<file path="src/rtl/nsf_pkg.sv">
// ----------------------------------------------------------------------------
// nsf_pkg
// Shared types for the NMEA sentence filter: stage codes and the result record.
// ----------------------------------------------------------------------------
package nsf_pkg;

  localparam logic [7:0] CHAR_LF    = 8'd10;
  localparam logic [7:0] CHAR_CR    = 8'd13;
  localparam logic [7:0] CHAR_COMMA = 8'h2C;

  localparam logic [47:0] HEADER_RESET = 48'd71774394795812;

  typedef enum logic [7:0] {
    STAGE_HUNT0 = 8'b0000_0001,
    STAGE_HDR1  = 8'b0000_0010,
    STAGE_HDR2  = 8'b0000_0100,
    STAGE_HDR3  = 8'b0000_1000,
    STAGE_HDR4  = 8'b0001_0000,
    STAGE_HDR5  = 8'b0010_0000,
    STAGE_BODY  = 8'b0100_0000,
    STAGE_TAIL  = 8'b1000_0000
  } stage_t;

  typedef struct packed {
    logic       done_bank;
    logic       sentence_done;
    logic [6:0] comma_position;
    logic [4:0] comma_slot;
    logic       comma_valid;
    logic [7:0] store_byte;
    logic [6:0] store_address;
    logic       store_bank;
    logic       store_valid;
  } result_t;

endpackage

</file>
<file path="src/rtl/nmea_sentence_filter_top.sv">
// ----------------------------------------------------------------------------
// nmea_sentence_filter_top
// Path: a byte transferred in is held in the input register, then loaded into
// the result register once that is free, and transfers out from there.
// Throughput: one byte per cycle while m_tready keeps the output open; the
// header compare and index update are one short step between the two registers.
// Reset: synchronous rst returns to header byte 0 hunt, index, comma count
// and bank at zero, header pattern to "$GNGGA"; both registers empty.
// ----------------------------------------------------------------------------
module nmea_sentence_filter_top import nsf_pkg::*; #(
  parameter int LINE_BUFFER_BYTES = 128,
  parameter int COMMA_SLOTS       = 20
) (
  input  logic        clk,
  input  logic        rst,
  input  logic        s_tvalid,
  output logic        s_tready,
  input  logic [7:0]  s_tdata,   // rx_byte
  output logic        m_tvalid,
  input  logic        m_tready,
  // store_valid, store_bank, store_address[6:0], store_byte[7:0], comma_valid,
  // comma_slot[4:0], comma_position[6:0], done_bank, zero pad
  output logic [31:0] m_tdata,
  output logic        m_tlast,   // sentence_done
  input  logic        cfg_valid,
  output logic        cfg_ready,
  input  logic [47:0] cfg_data   // header_pattern
);

  localparam int IdxW = $clog2(LINE_BUFFER_BYTES + 1);
  localparam int CcW  = $clog2(COMMA_SLOTS + 1);

  logic [47:0]     header_pattern;
  stage_t          stage;
  stage_t          stage_next;
  logic [IdxW-1:0] write_index;
  logic [IdxW-1:0] write_index_next;
  logic [CcW-1:0]  comma_count;
  logic [CcW-1:0]  comma_count_next;
  logic            active_bank;
  logic            active_bank_next;
  logic            in_valid;
  logic [7:0]      in_byte;
  logic            out_valid;
  result_t         out_result;
  result_t         step_result;
  logic            out_open;
  logic            advance;

  assign cfg_ready = 1'b1;
  assign out_open  = ~out_valid | m_tready;
  assign advance   = in_valid & out_open;
  assign s_tready  = ~in_valid | advance;

  always_ff @(posedge clk) begin
    if (rst) begin
      header_pattern <= HEADER_RESET;
    end else if (cfg_valid) begin
      header_pattern <= cfg_data;
    end
  end

  nsf_step #(
    .LINE_BUFFER_BYTES (LINE_BUFFER_BYTES),
    .COMMA_SLOTS       (COMMA_SLOTS)
  ) u_step (
    .stage            (stage),
    .write_index      (write_index),
    .comma_count      (comma_count),
    .active_bank      (active_bank),
    .header_pattern   (header_pattern),
    .rx_byte          (in_byte),
    .stage_next       (stage_next),
    .write_index_next (write_index_next),
    .comma_count_next (comma_count_next),
    .active_bank_next (active_bank_next),
    .result           (step_result)
  );

  always_ff @(posedge clk) begin
    if (rst) begin
      in_valid    <= 1'b0;
      out_valid   <= 1'b0;
      stage       <= STAGE_HUNT0;
      write_index <= '0;
      comma_count <= '0;
      active_bank <= 1'b0;
    end else begin
      if (s_tvalid && s_tready) begin
        in_valid <= 1'b1;
      end else if (advance) begin
        in_valid <= 1'b0;
      end
      if (advance) begin
        out_valid   <= 1'b1;
        stage       <= stage_next;
        write_index <= write_index_next;
        comma_count <= comma_count_next;
        active_bank <= active_bank_next;
      end else if (m_tready) begin
        out_valid <= 1'b0;
      end
    end
  end

  always_ff @(posedge clk) begin
    if (s_tvalid && s_tready) begin
      in_byte <= s_tdata;
    end
    if (advance) begin
      out_result <= step_result;
    end
  end

  assign m_tvalid = out_valid;
  assign m_tlast  = out_result.sentence_done;
  assign m_tdata  = {1'b0,
                     out_result.done_bank,
                     out_result.comma_position,
                     out_result.comma_slot,
                     out_result.comma_valid,
                     out_result.store_byte,
                     out_result.store_address,
                     out_result.store_bank,
                     out_result.store_valid};

endmodule

</file>
<file path="src/rtl/nsf_step.sv">
// ----------------------------------------------------------------------------
// nsf_step
// Next state and result for one received byte: header hunt, body copy,
// comma slot recording, terminators and bank swap.
// ----------------------------------------------------------------------------
module nsf_step import nsf_pkg::*; #(
  parameter int LINE_BUFFER_BYTES = 128,
  parameter int COMMA_SLOTS       = 20,
  localparam int IdxW = $clog2(LINE_BUFFER_BYTES + 1),
  localparam int CcW  = $clog2(COMMA_SLOTS + 1)
) (
  input  stage_t          stage,
  input  logic [IdxW-1:0] write_index,
  input  logic [CcW-1:0]  comma_count,
  input  logic            active_bank,
  input  logic [47:0]     header_pattern,
  input  logic [7:0]      rx_byte,
  output stage_t          stage_next,
  output logic [IdxW-1:0] write_index_next,
  output logic [CcW-1:0]  comma_count_next,
  output logic            active_bank_next,
  output result_t         result
);

  localparam logic [IdxW-1:0] IdxLimit = IdxW'(LINE_BUFFER_BYTES);
  localparam logic [CcW-1:0]  CcLimit  = CcW'(COMMA_SLOTS);

  stage_t          eff_stage;
  logic [IdxW-1:0] eff_index;
  logic [7:0]      hdr_byte;
  logic [31:0]     index_wide;
  logic [31:0]     count_wide;
  logic            store;
  logic            done;

  always_comb begin
    if (write_index >= IdxLimit) begin
      eff_stage = STAGE_HUNT0;
      eff_index = '0;
    end else begin
      eff_stage = stage;
      eff_index = write_index;
    end
  end

  always_comb begin
    unique case (eff_stage)
      STAGE_HDR1: hdr_byte = header_pattern[15:8];
      STAGE_HDR3: hdr_byte = header_pattern[31:24];
      STAGE_HDR4: hdr_byte = header_pattern[39:32];
      STAGE_HDR5: hdr_byte = header_pattern[47:40];
      default:    hdr_byte = header_pattern[7:0];
    endcase
  end

  assign index_wide = 32'(eff_index);
  assign count_wide = 32'(comma_count);

  always_comb begin
    stage_next       = eff_stage;
    write_index_next = eff_index;
    comma_count_next = comma_count;
    active_bank_next = active_bank;
    result           = '0;
    store            = 1'b0;
    done             = 1'b0;

    unique case (eff_stage) inside
      STAGE_HUNT0: begin
        if (rx_byte == hdr_byte) begin
          comma_count_next  = '0;
          store             = 1'b1;
          result.store_byte = rx_byte;
          stage_next        = STAGE_HDR1;
        end else begin
          write_index_next = '0;
        end
      end
      STAGE_HDR2: begin
        store             = 1'b1;
        result.store_byte = rx_byte;
        stage_next        = STAGE_HDR3;
      end
      STAGE_HDR1, STAGE_HDR3, STAGE_HDR4, STAGE_HDR5: begin
        if (rx_byte == hdr_byte) begin
          store             = 1'b1;
          result.store_byte = rx_byte;
          unique case (eff_stage)
            STAGE_HDR1: stage_next = STAGE_HDR2;
            STAGE_HDR3: stage_next = STAGE_HDR4;
            STAGE_HDR4: stage_next = STAGE_HDR5;
            default:    stage_next = STAGE_BODY;
          endcase
        end else begin
          write_index_next = '0;
          stage_next       = STAGE_HUNT0;
        end
      end
      STAGE_BODY: begin
        store = 1'b1;
        if (rx_byte == CHAR_LF || rx_byte == CHAR_CR) begin
          result.store_byte = '0;
          stage_next        = STAGE_TAIL;
        end else begin
          result.store_byte = rx_byte;
          if (rx_byte == CHAR_COMMA && comma_count < CcLimit) begin
            result.comma_valid    = 1'b1;
            result.comma_slot     = count_wide[4:0];
            result.comma_position = index_wide[6:0];
            comma_count_next      = comma_count + 1'b1;
          end
        end
      end
      STAGE_TAIL: begin
        store             = 1'b1;
        result.store_byte = '0;
        done              = 1'b1;
      end
      default: begin
        write_index_next = '0;
        stage_next       = STAGE_HUNT0;
      end
    endcase

    if (store) begin
      result.store_valid   = 1'b1;
      result.store_bank    = active_bank;
      result.store_address = index_wide[6:0];
      write_index_next     = eff_index + 1'b1;
    end
    if (done) begin
      result.sentence_done = 1'b1;
      result.done_bank     = active_bank;
      write_index_next     = '0;
      active_bank_next     = ~active_bank;
      stage_next           = STAGE_HUNT0;
    end
  end

endmodule
</file>
<file path="config.mk">
export PLATFORM = sky130hd
export DESIGN_NAME = nmea_sentence_filter_top
export DESIGN_NICKNAME = d
export VERILOG_FILES = /design/src/rtl/nsf_pkg.sv /design/src/rtl/nmea_sentence_filter_top.sv /design/src/rtl/nsf_step.sv
export SDC_FILE = /design/constraint.sdc
export NUM_CORES = 1
export LEC_CHECK = 0
export BUFFER_PORTS_ARGS = -buffer_cell sky130_fd_sc_hd__buf_2
export CAP_MARGIN = 20
export CORE_ASPECT_RATIO = 0.6
export CORE_MARGIN = 3
export CORE_UTILIZATION = 25
export CTS_CLUSTER_DIAMETER = 40
export DETAILED_ROUTE_END_ITERATION = 8
export SETUP_SLACK_MARGIN = 0.15
export SYNTH_ARGS = -nofsm -noshare
export SYNTH_HDL_FRONTEND = slang
export SYNTH_SLANG_ARGS = --single-unit
</file>
<file path="constraint.sdc">
create_clock -name clk -period 3.84 [get_ports clk]
set_input_delay 0.384 -clock clk [delete_from_list [all_inputs] [get_ports clk]]
set_output_delay 0.384 -clock clk [all_outputs]
set_load 0.02 [all_outputs]
</file>
==> results by group <==
Clock network
  • Setup Fix Bufs, Post-CTS: 0
  • Post-CTS Hold Buffers: 0
  • H-tree depth: 3
  • CTS tree: done
  • Root Driver: clkbuf_16
  • Clock buffer depth: 2
  • Clock latency on the worst-skew pair: 0.35 ns
  • Clock Pin Slew Worst Setup and Hold Paths: 0.07 ns
  • CTS buffer count: 9
  • Post-CTS sizing: 0
  • Sink Count: 104

Synth
  • FFs w/ async S/R, synth: 0%
  • Most used flip-flop cell after synthesis: dfxtp_1
  • Post-synth EDFFs: 40
  • Register bit total from synthesis: 104
  • Yosys warns: 0
  • Cells after Synth: 445
  • Area of the mapped netlist: roughly 4600 um2
  • Register area share after synthesis: 53.9%
  • Synth unique cells: roughly 60
  • Synth Area per Inst: slightly above 10 um2
  • Syn_nets: 508

Outcome
  • Status: finished, final reports clean

Setup path
  • Crit Path Class: reg -> reg
  • CP Data Arrival Time: 3.77 ns
  • CP endpoint kind: flip-flop
  • CP max stage cell: a221oi_1
  • Buf/Inv on CP: 0
  • Worst Setup Start Kind: flip-flop
  • Crit path max-delay family: simple AND/OR/NAND/NOR gates
  • Critical path's largest stage delay: 0.61 ns
  • Data required time at the worst endpoint: 4.09 ns
  • Crit-path cells: nor4_4 > nand2b_1 > or2_0 > a221oi_1 > xor2_1 > nand4_1 > nor2_1 > a211oi_1 > nor4_1
  • Worst-path fanout max: 8

STA
  • Setup ws final: 0.319 ns
  • Max Freq: 284 MHz
  • Final setup viols: 0
  • Setup TNS: 0 ns
  • Final Cycle Share: 91.7%
  • Worst Tran Pin Value: 0.702 ns
  • Worst Clk Skew: 0.00821 ns
  • Slew Limit Fails: 0
  • Slew margin rel.: 53.2%
  • Min cycle time layout: 3.52 ns
  • Unrepaired setup endpoints after global routing: no
  • Final hold violation count: 0

Detailed routing
  • Starting DRT DRC Count: 286
  • WL final: 12.2 mm
  • DRC Markers: 0
  • Via count: roughly 3,600
  • Mean number of vias per cell: 4.78
  • Final ANT Viol Nets: 0
  • Wire per inst: 16.0 um
  • Drt pass-1 iters: 4

Placement
  • HPWL after DPL: 9.15 mm
  • Pre-CTS setup slack: between 0.3 and 0.4 ns
  • Post-Place Cells: 747
  • I/O Buffers: 86
  • GP Congestion: around 0.84

Power and ir drop
  • Max IR drop VDD: 157 uV
  • Tot Pwr: 2.29 mW
  • Leak: 2.12 nW
  • Power per cell area: 410 nW/um2

Floorplanning
  • Die ar.: slightly above 20,000 um2
  • Die H: 111 um
  • IO Count: slightly below 100
  • Rows: 37
  • Initial Utilization: between 20% and 30%
  • Die Width: 181 um
  • Core Region: 17,600 um2

Finish
  • Ant diodes: 0
  • Area delta synth->final: 21.1%
  • Layout Cells excl Fill: around 760
  • Fin nets: slightly below 600
  • Share of cells above drive strength 1: between 20% and 30%

Global route
  • Pin count of the biggest net entering global routing: 48
  • GR Overflow Total: 0
  • Initial antenna violation count: 0
  • First-pass GRT wire length: ~19 mm
  • Number of global-route vias before repair: 3,476
  • Total track usage: 12.1%

Flow run
  • # Max-Cap Violations: 0

Worst hold path
  • Hold WC Path Type: in -> reg
power breakdown:
group	switching [mW]	internal (mW)
registers	0.0282	1.19
logic	0.117	0.0768
clock network	0.411	0.461
total	0.557	1.73
layout make-up:
class,count,area [um2]
tap,234,293
clock inverter,6,41.3
timing repair buffer,96,505
fill,1816,12000
sequential,104,2480
clock buffer,10,239
multi-input combinational,306,1990
inverter,7,26.3
cell usage in the layout (no fill, tap or decap), types with 17 or more instances in the layout:
cell and count:
mux2i_1 26, dfxtp_1 64, a21oi_1 17, nand2_1 25, edfxtp_1 40, and2_1 20
a211o_1 18, nor2_1 58, nor2b_1 24, buf_2 86
synth_stat cells (5+ instances only):
cell,count,area [um2]
dfxtp_1,64,1280
nor2_1,58,218
edfxtp_1,40,1200
mux2i_1,26,260
nand2_1,25,93.8
nor2b_1,25,156
and2_1,20,125
clkbuf_1,19,71.3
a211o_1,18,158
a21oi_1,17,85.1
nor3_1,12,60.1
a22oi_1,11,82.6
xor2_1,9,78.8
nand3_1,8,40.0
inv_1,7,26.3
nand4_1,6,37.5
o21ai_0,5,25.0
final timing paths:
path / startpoint / to / slack, ns / cells past startpoint
worst min register to register: write_index[1]$_SDFFE_PP0P_ / write_index[1]$_SDFFE_PP0P_ / 0.48 / 2
worst max-delay path: stage[7]$_SDFFE_PP0P_ / comma_count[4]$_SDFFE_PP0P_ / 0.32 / 9
worst max register to register: stage[7]$_SDFFE_PP0P_ / comma_count[4]$_SDFFE_PP0P_ / 0.32 / 9
worst min-delay path: s_tdata[7] / in_byte[7]$_DFFE_PP_ / 0.23 / 1
worst register-to-register path: stages, from the launching register on:
cell and delay [ns]:
dfxtp_1 0.37, nor4_4 0.49, nand2b_1 0.12, or2_0 0.44, a221oi_1 0.62, xor2_1 0.22, nand4_1 0.29, nor2_1 0.48
a211oi_1 0.15, nor4_1 0.25
metal layers:
metal / up-vias / GRT usage, % / wire [um]
met5: - / 0 / 0
met4: 0 / 2.74 / 87
met3: 7 / 4.03 / 812
met2: 121 / 15.9 / 4770
met1: 1756 / 18.6 / 6550
li1: 1764 / - / -
stage by stage:
stage	util, %	hold WS (ns)	instance area [um2]
detailed placement	30.0	0.465	5280
floorplan	-	0.427	4610
global route	31.7	0.214	5580
CTS	31.6	0.215	5560
global placement	30.0	0.437	5280
finish	31.7	0.227	5580
sequential cells by signal, indices dropped and copies added (netlist names):
name and count:
active_bank 1, comma_count 5, header_pattern 40, in_byte 8
in_valid 1, m_tdata 31, m_tlast 1, m_tvalid 1
stage 8, write_index 8
kinds of logic after synthesis:
logic type,count (synthesis),share of synthesized area [%]
xor gates and xnor gates,10,1.90
DFF,104,53.9
buffers and inverters,35,3.23
AOI/OAI and AO/OA,82,13.4
and+or+nand+nor,184,21.2
other,2,0.163
adders and majority gates,2,0.543
muxes,26,5.65
Power figures use the tool's default switching activity.
